## config.mk

```make
export PLATFORM = sky130hd
export DESIGN_NAME = mtg_front
export DESIGN_NICKNAME = d
export VERILOG_FILES = /design/src/rtl/mtg_pkg.sv /design/src/rtl/mtg_front.sv
export SDC_FILE = /design/constraint.sdc
export NUM_CORES = 1
export LEC_CHECK = 0
export BUFFER_PORTS_ARGS = -buffer_cell sky130_fd_sc_hd__buf_4
export CORE_MARGIN = 2
export CORE_UTILIZATION = 45
export CTS_CLUSTER_SIZE = 12
export DETAILED_ROUTE_END_ITERATION = 10
export GPL_TIMING_DRIVEN = 1
export PLACE_DENSITY = 0.77
export SLEW_MARGIN = 25
export SYNTH_ARGS = -nofsm -noshare
export SYNTH_HDL_FRONTEND = slang
export SYNTH_SLANG_ARGS = --single-unit
```

## constraint.sdc

```tcl
create_clock -name clk -period 2.7 [get_ports clk]
set_clock_uncertainty 0.15 [all_clocks]
set_input_delay 0.405 -clock clk [delete_from_list [all_inputs] [get_ports clk]]
set_output_delay 0.405 -clock clk [all_outputs]
set_load 0.005 [all_outputs]
```

## src/rtl/mtg_pkg.sv

```systemverilog
// Shared types and constants for the Mersenne Twister generator.
package mtg_pkg;

	localparam int unsigned TW_N = 624;
	localparam logic [9:0] TW_LAST = 10'd623;
	localparam logic [10:0] TW_M = 11'd397;
	localparam logic [9:0] TW_NOT_SEEDED = 10'd625;
	localparam logic [31:0] TW_MATRIX = 32'h9908b0df;
	localparam logic [31:0] TW_UPPER = 32'h80000000;
	localparam logic [31:0] MUL_SEED = 32'd1812433253;
	localparam logic [31:0] MUL_MIX1 = 32'd1664525;
	localparam logic [31:0] MUL_MIX2 = 32'd1566083941;
	localparam logic [31:0] SEED_KEY = 32'd19650218;
	localparam logic [31:0] SEED_DEFAULT = 32'd5489;
	localparam logic [31:0] TEMPER_B = 32'h9d2c5680;
	localparam logic [31:0] TEMPER_C = 32'hefc60000;

	localparam logic [1:0] CMD_GENERATE = 2'd0;
	localparam logic [1:0] CMD_SEED = 2'd1;
	localparam logic [1:0] CMD_KEY = 2'd2;

	typedef enum logic [1:0] {
		OP_GEN,
		OP_SEED,
		OP_KEY
	} op_t;

	typedef struct packed {
		op_t op;
		logic [31:0] data;
		logic last;
	} req_t;

	typedef enum logic [3:0] {
		ST_IDLE,
		ST_SEED_MUL,
		ST_SEED_WR,
		ST_GEN_RA,
		ST_GEN_RB,
		ST_GEN_RC,
		ST_GEN_WR,
		ST_MIX_RD,
		ST_MIX_WR,
		ST_FINAL
	} state_t;

endpackage

```

## src/rtl/mtg_front.sv

```systemverilog
// Request intake: classifies commands and queues them in a two-entry buffer.
module mtg_front (
	input logic clk,
	input logic arst_n,
	input logic in_valid,
	output logic in_ready,
	input logic [1:0] cmd,
	input logic [31:0] data,
	input logic last,
	output logic req_valid,
	input logic req_ready,
	output mtg_pkg::req_t req
);
	import mtg_pkg::*;

	req_t buf_q [2];
	logic wr_ptr_q;
	logic rd_ptr_q;
	logic [1:0] count_q;
	logic push;
	logic pop;
	logic known;
	req_t incoming;

	always_comb begin
		known = 1'b1;
		incoming.data = data;
		incoming.last = last;
		case (cmd)
			CMD_GENERATE: incoming.op = OP_GEN;
			CMD_SEED: incoming.op = OP_SEED;
			CMD_KEY: incoming.op = OP_KEY;
			default: begin
				incoming.op = OP_GEN;
				known = 1'b0;
			end
		endcase
	end

	assign in_ready = (count_q != 2'd2);
	// drop unused command codes at the door
	assign push = in_valid && in_ready && known;
	assign req_valid = (count_q != 2'd0);
	assign pop = req_valid && req_ready;
	assign req = buf_q[rd_ptr_q];

	always_ff @(posedge clk) begin
		if (push) begin
			buf_q[wr_ptr_q] <= incoming;
		end
	end

	always_ff @(posedge clk or negedge arst_n) begin
		if (!arst_n) begin
			wr_ptr_q <= 1'b0;
			rd_ptr_q <= 1'b0;
			count_q <= 2'd0;
		end else begin
			if (push) wr_ptr_q <= ~wr_ptr_q;
			if (pop) rd_ptr_q <= ~rd_ptr_q;
			count_q <= count_q + {1'b0, push} - {1'b0, pop};
		end
	end

	assert property (@(posedge clk) disable iff (!arst_n) count_q <= 2'd2)
		else $error("request queue overflow");
	assert property (@(posedge clk) disable iff (!arst_n) count_q[0] == (wr_ptr_q ^ rd_ptr_q))
		else $error("request queue pointers out of step");
	assert property (@(posedge clk) disable iff (!arst_n) !(pop && count_q == 2'd0))
		else $error("request queue underflow");
endmodule

```

==> results of run 1 <==
[sequential cells by signal, summed over array words and instances (netlist names)]
name,cells
buf_q,70
count_q,2
rd_ptr_q,1
wr_ptr_q,1
[worst min path at each step]
| stage | cells past startpoint | slack (ns) | end | from |
|---|---|---|---|---|
| floorplan | 0 | -0.04 | count_q[0]$_DFF_PN0_ | arst_n |
| global placement | 1 | 0.06 | count_q[0]$_DFF_PN0_ | arst_n |
| detailed placement | 1 | 0.05 | count_q[0]$_DFF_PN0_ | arst_n |
| CTS | 1 | 0.09 | buf_q[0][21]$_DFFE_PP_ | data[20] |
| global route | 1 | 0.08 | buf_q[0][21]$_DFFE_PP_ | data[20] |
| finish | 1 | 0.10 | buf_q[1][21]$_DFFE_PP_ | data[20] |
[layer usage]
layer | share of wire, % | wire length [um]
met2 | 47 | 2222
met5 | 0 | 0
met4 | 1.6 | 74
met1 | 45 | 2131
met3 | 5.9 | 276
[per-stage QoR]
step                      cells  setup slack, ns  cell area, um^2
final                       302           0.4753             3660
after global routing        302           0.4088             3660
after CTS                   302           0.4485             3660
after detailed placement    285           0.8037             3472
after global placement      285           0.8157             3472
after floorplan             135           0.4932             2805
[critical path: cells and delay by family (launching register included)]
family / cells / cell delay, ns
buf+inv: 2 / 0.56
flops: 1 / 0.36
mux: 1 / 0.40
[cells by family (layout without fill, tap and decap cells)]
group           after synthesis  in the layout
flops                        74             74
simple gates                 13             13
fa+ha+maj                     1              1
buf+inv                       4             96
mux                          35             35
compound gates                5              5
xor+xnor                      3              3
[cell type report]
type                       instances  area, um^2
timing repair buffer              80       615.6
multi-input combinational         57       570.5
fill                             453        2296
tap                               75       93.84
clock inverter                     4       42.54
clock buffer                      12       135.1
sequential                        74        2202
[timing repair]
| action | 4_1_cts | 5_1_grt |
|---|---|---|
| endpoints found under the hold margin | 4 | 0 |
| hold buffers | 1 | 0 |
| buffers inserted | 0 | 0 |
[synth_stat cells, drive strengths merged]
master  count
o21ai       1
nand2b      1
nand3       1
a21boi      1
ha          1
nor3        1
nand2       3
nor2b       1
a21oi       2
nor2        2
dfrtp       4
a211oi      1
mux2       35
edfxtp     70
buf         4
xor2        1
xnor2       2
or2         1
and2b       2
and3        1
[power by group]
part	leakage (nW)	internal [mW]	switching (mW)	total [mW]
Combinational	0.601	0.602	0.464	1.07
Clock	0.0894	0.421	0.362	0.783
Sequential	0.693	1.51	0.0770	1.59
==> impl_metrics.tcl, run 1 <==
set metrics [dict create \
    status "finished, final reports clean" \
    clock_latency_ns 0.33 \
    powerDensity_nw_per_um2 938.3 \
    clk_pin_slew_ns 0.07 \
    antenna_found_initial 0 \
    cp.required_ns 2.14 \
    critPathMaxStageDelay_ns 0.42 \
    portBuffers 75 \
    ys_ff_latch 74 \
    area_growth_pct 30.58 \
    worst_hold_slack_ns 0.1042 \
    grt_max_degree 36 \
    rows 28 \
    cts_resized 0 \
    grt_pass1_vias 1527 \
    initial_core_util_pct 47.06 \
    peakVddDrop_uv 425.0 \
    synth_top_family_by_area "multiplexers" \
    layout_common_cells "78 x buf_4, 70 x edfxtp_1, 26 x mux2_2" \
    r2r_end "buf_q[1][17]$_DFFE_PP_" \
    grt_pass1_wl_um 7562 \
    syn_area_um2 2803 \
    crit_fanout 35 \
    tightest_slew_ns 0.4758 \
    grtUsageMet2_pct 21.85 \
    slew_headroom_pct 68.28 \
    synthAdderAreaFrac_pct 0.4464 \
    layout-drive-gt1-share_pct 54.63 \
    startpoint_type "flop" \
    critPathCaptureType "primary output" \
    synth.yosys.seq_area_share_pct 78.57 \
    critPathLaunch "rd_ptr_q$_DFFE_PN0P_" \
    track_usage_pct 14.26 \
    worstSetupEndpoint "req[2]" \
    cts_buffers 9 \
    max_freq_mhz 449.5 \
    syn_avg_cell_area_um2 20.76 \
    hpwl_um 3155 \
    hold_viol_final 0 \
    layout_commonest_cell "buf_4" \
    vias_per_cell 4.901 \
    cts_tree "built" \
    path_common_cell "buf_4" \
    drc_errors 0 \
    reg2reg_from "count_q[0]$_DFF_PN0_" \
    yosys-top-cells-area "edfxtp_1 75%, mux2_2 10%, mux2_1 3.6%, dfrtp_1 3.6%, buf_6 1.2%" \
    wire_per_inst_um 15.58 \
    period_share_pct 82.40 \
    hold_class "in -> reg" \
    drt_iter0_drc 60 \
    clock-root-buffer "clkbuf_8" \
    setup_viol 0 \
    route.antenna.remaining_nets 0 \
    synth_nets 175 \
    drt_wl_total_um 4705 \
    power.leakage_nw 1.384 \
    utilization_pct 61.45 \
    die_h_um 82.92 \
    fin_tns_setup_ns 0 \
    yosysUniqueCellTypes 23 \
    synth_top_area_share_pct 75.00 \
    grt_util_met1_pct 18.48 \
    synth_warnings 0 \
    slew_violations 0 \
    maxCapViolations 0 \
    synth_simple_gate_area_share_pct 2.991 \
    overflow 0 \
    crit_slowest_cell "buf_4" \
    busiest_layer "met2" \
    antenna_cells 0 \
    core_um2 5956 \
    die-area_um2 6876 \
    clockBufferDepth 2 \
    r2r_setup_slack_ns 0.92 \
    worstPathArrival_ns 1.67 \
    cts.sinks 74 \
    fp.dieW_um 82.92 \
    num_vias 1480 \
    fin_crit_ns 2.225 \
    rsz0062_at_grt "false" \
    yosysTopAreaCell "edfxtp_1" \
    path_cells "buf_4 > mux2_2 > buf_4" \
    reg2reg_depth 3 \
    synth_xor_area_share_pct 0.9375 \
    grt_use_met3_pct 5.268 \
    synthCells 135 \
    first_pass_iters 4 \
    synth_compound_area_share_pct 1.607 \
    power_mw 3.434 \
    synthMuxAreaShare_pct 14.06 \
    setup.worst_path.class "reg -> out" \
    fin_nets 262 \
    ios 76 \
    h-tree-depth 3 \
    gp_congestion 0.7250 \
]
Note: power is estimated with default switching activity, not from simulation.
==> run 2: changes to the inputs <==
Settings changed: PLACE_DENSITY 0.77 to 0.74.
Clock period 2.7 ns to 2.15 ns, I/O delays scaled along.
==> run 2 against run 1 <==
Net effect:
- hold slack got worse by 0.085 ns
- non-clock buffer count grew 1
- power rose by 35%
- sequential share of layout area decreased by 1.4 points
- design area grew 2.4%
- clock power rose by 61%
- critical path type unchanged
==> impl_metrics.tcl, run 2 (synthesis results as in run 1) <==
set metrics [dict create \
    grt_pass1_wl_um 8128 \
    layout_common_cells "77 x buf_4, 70 x edfxtp_1, 26 x mux2_2" \
    top_regs "buf_q (70), count_q (2)" \
    dp_cells 285 \
    core_um2 5956 \
    drt_wl_total_um 4947 \
    fin_nets 263 \
    grt_max_degree 36 \
    rows 28 \
    reg2reg_depth 4 \
    wire_per_inst_um 16.33 \
    largest_register_ff_count 70 \
    tightest_slew_ns 0.3458 \
    first_pass_iters 4 \
    setup_viol 0 \
    fp.dieW_um 82.92 \
    crit_fanout 25 \
    path_cells "buf_4 > mux2_2 > buf_4" \
    track_usage_pct 15.42 \
    worst_hold_slack_ns 0.01961 \
    ios 76 \
    powerDensity_nw_per_um2 1235 \
    max_freq_mhz 497.0 \
    crit_slowest_cell "mux2_2" \
    die_h_um 82.92 \
    num_vias 1459 \
    slew_headroom_pct 76.95 \
    initial_core_util_pct 47.06 \
    worstSetupEndpoint "req[0]" \
    clock_latency_ns 0.33 \
    portBuffers 75 \
    fillers 455 \
    power.leakage_nw 1.425 \
    fin_tns_setup_ns 0 \
    critPathMaxStageDelay_ns 0.38 \
    overflow 0 \
    clock-root-buffer "clkbuf_8" \
    h-tree-depth 3 \
    antenna_found_initial 0 \
    path_common_cell "buf_4" \
    cts.sinks 74 \
    hpwl_um 3358 \
    area_growth_pct 33.66 \
    critPathLaunch "rd_ptr_q$_DFFE_PN0P_" \
    critPathCaptureType "primary output" \
    period_share_pct 93.58 \
    largest_register "buf_q" \
    reg2reg_from "count_q[0]$_DFF_PN0_" \
    fin_crit_ns 2.012 \
    clockBufferDepth 2 \
    drt_iter0_drc 111 \
    hold_viol_final 0 \
    antenna_cells 0 \
    grt_pass1_vias 1618 \
    slew_violations 0 \
    vias_per_cell 4.815 \
    status "finished, final reports clean" \
    drc_errors 0 \
    cts_tree "built" \
    maxCapViolations 0 \
    cts_buffers 9 \
    layout-drive-gt1-share_pct 56.58 \
    route.antenna.remaining_nets 0 \
    cp.required_ns 1.68 \
    setup.worst_path.class "reg -> out" \
    fin_cells 303 \
    peakVddDrop_uv 527.5 \
    layout_commonest_cell "buf_4" \
    hold_class "in -> reg" \
    fin_area_um2 3746 \
    rsz0062_at_grt "false" \
    r2r_setup_slack_ns 0.55 \
    worstPathArrival_ns 1.54 \
    clk_pin_slew_ns 0.08 \
    r2r_end "buf_q[0][33]$_DFFE_PP_" \
    place_area_um2 3485 \
    gp_congestion 0.7332 \
    die-area_um2 6876 \
    startpoint_type "flop" \
]
run 2: cell count changes in the layout (fill, tap and decap cells not counted), sizes merged:
cell         previous run  this run
clkinv                  3         4
bufinv                  1         3
clkbuf                 12         9
dlygate4sd3             1         2
run 2: area by class of cell:
cell class / instances / area [um^2] / area share, %
timing repair buffer: 81 / 638.1 / 17.03
tap: 75 / 93.84 / 2.505
sequential: 74 / 2202 / 58.78
clock buffer: 9 / 123.9 / 3.307
clock inverter: 7 / 117.6 / 3.140
multi-input combinational: 57 / 570.5 / 15.23
run 2: routing by layer:
| layer | routed length, um | GRT usage, % |
|---|---|---|
| met4 | 132 | 9.240 |
| met1 | 2148 | 18.94 |
| met2 | 2480 | 25.07 |
| met5 | 0 | 0 |
| met3 | 186 | 3.280 |
run 2: worst max-delay path, delay by kind of cell, from the launching register on:
family / cells / cell delay (ns)
DFF: 1 / 0.35
muxes: 1 / 0.38
buffers and inverters: 2 / 0.47
run 2: power by group:
group          total (mW)  switching (mW)  internal (mW)
clock network        1.26           0.494          0.770
registers            1.99           0.100           1.89
logic                1.37           0.593          0.777
run 2: per-stage QoR:
stage / total power, mW / util [%] / worst slack, ns
2_1_floorplan: 2.754 / - / 0.1012
3_5_place_dp: 3.412 / 58.51 / 0.4834
3_3_place_gp: 3.381 / 58.51 / 0.5020
6_report: 4.628 / 62.90 / 0.1380
4_1_cts: 4.686 / 62.90 / 0.1131
5_1_grt: 4.856 / 62.90 / 0.05237
run 2: how the worst min path moves through the flow:
stage	startpoint	end	slack (ns)	depth (start not counted)
after global routing	data[19]	buf_q[0][20]$_DFFE_PP_	0.003	1
after floorplan	arst_n	count_q[0]$_DFF_PN0_	-0.12	0
after CTS	data[19]	buf_q[1][20]$_DFFE_PP_	0.0009	1
after global placement	arst_n	count_q[0]$_DFF_PN0_	-0.03	1
final	data[28]	buf_q[1][29]$_DFFE_PP_	0.02	1
after detailed placement	arst_n	count_q[0]$_DFF_PN0_	-0.02	1
run 2: timing repair:
action	in CTS	in global routing
hold buffers	2	0
buffers inserted	0	0
setup endpoints to repair	0	0
gates resized for setup	0	0
endpoints found under the hold margin	5	0
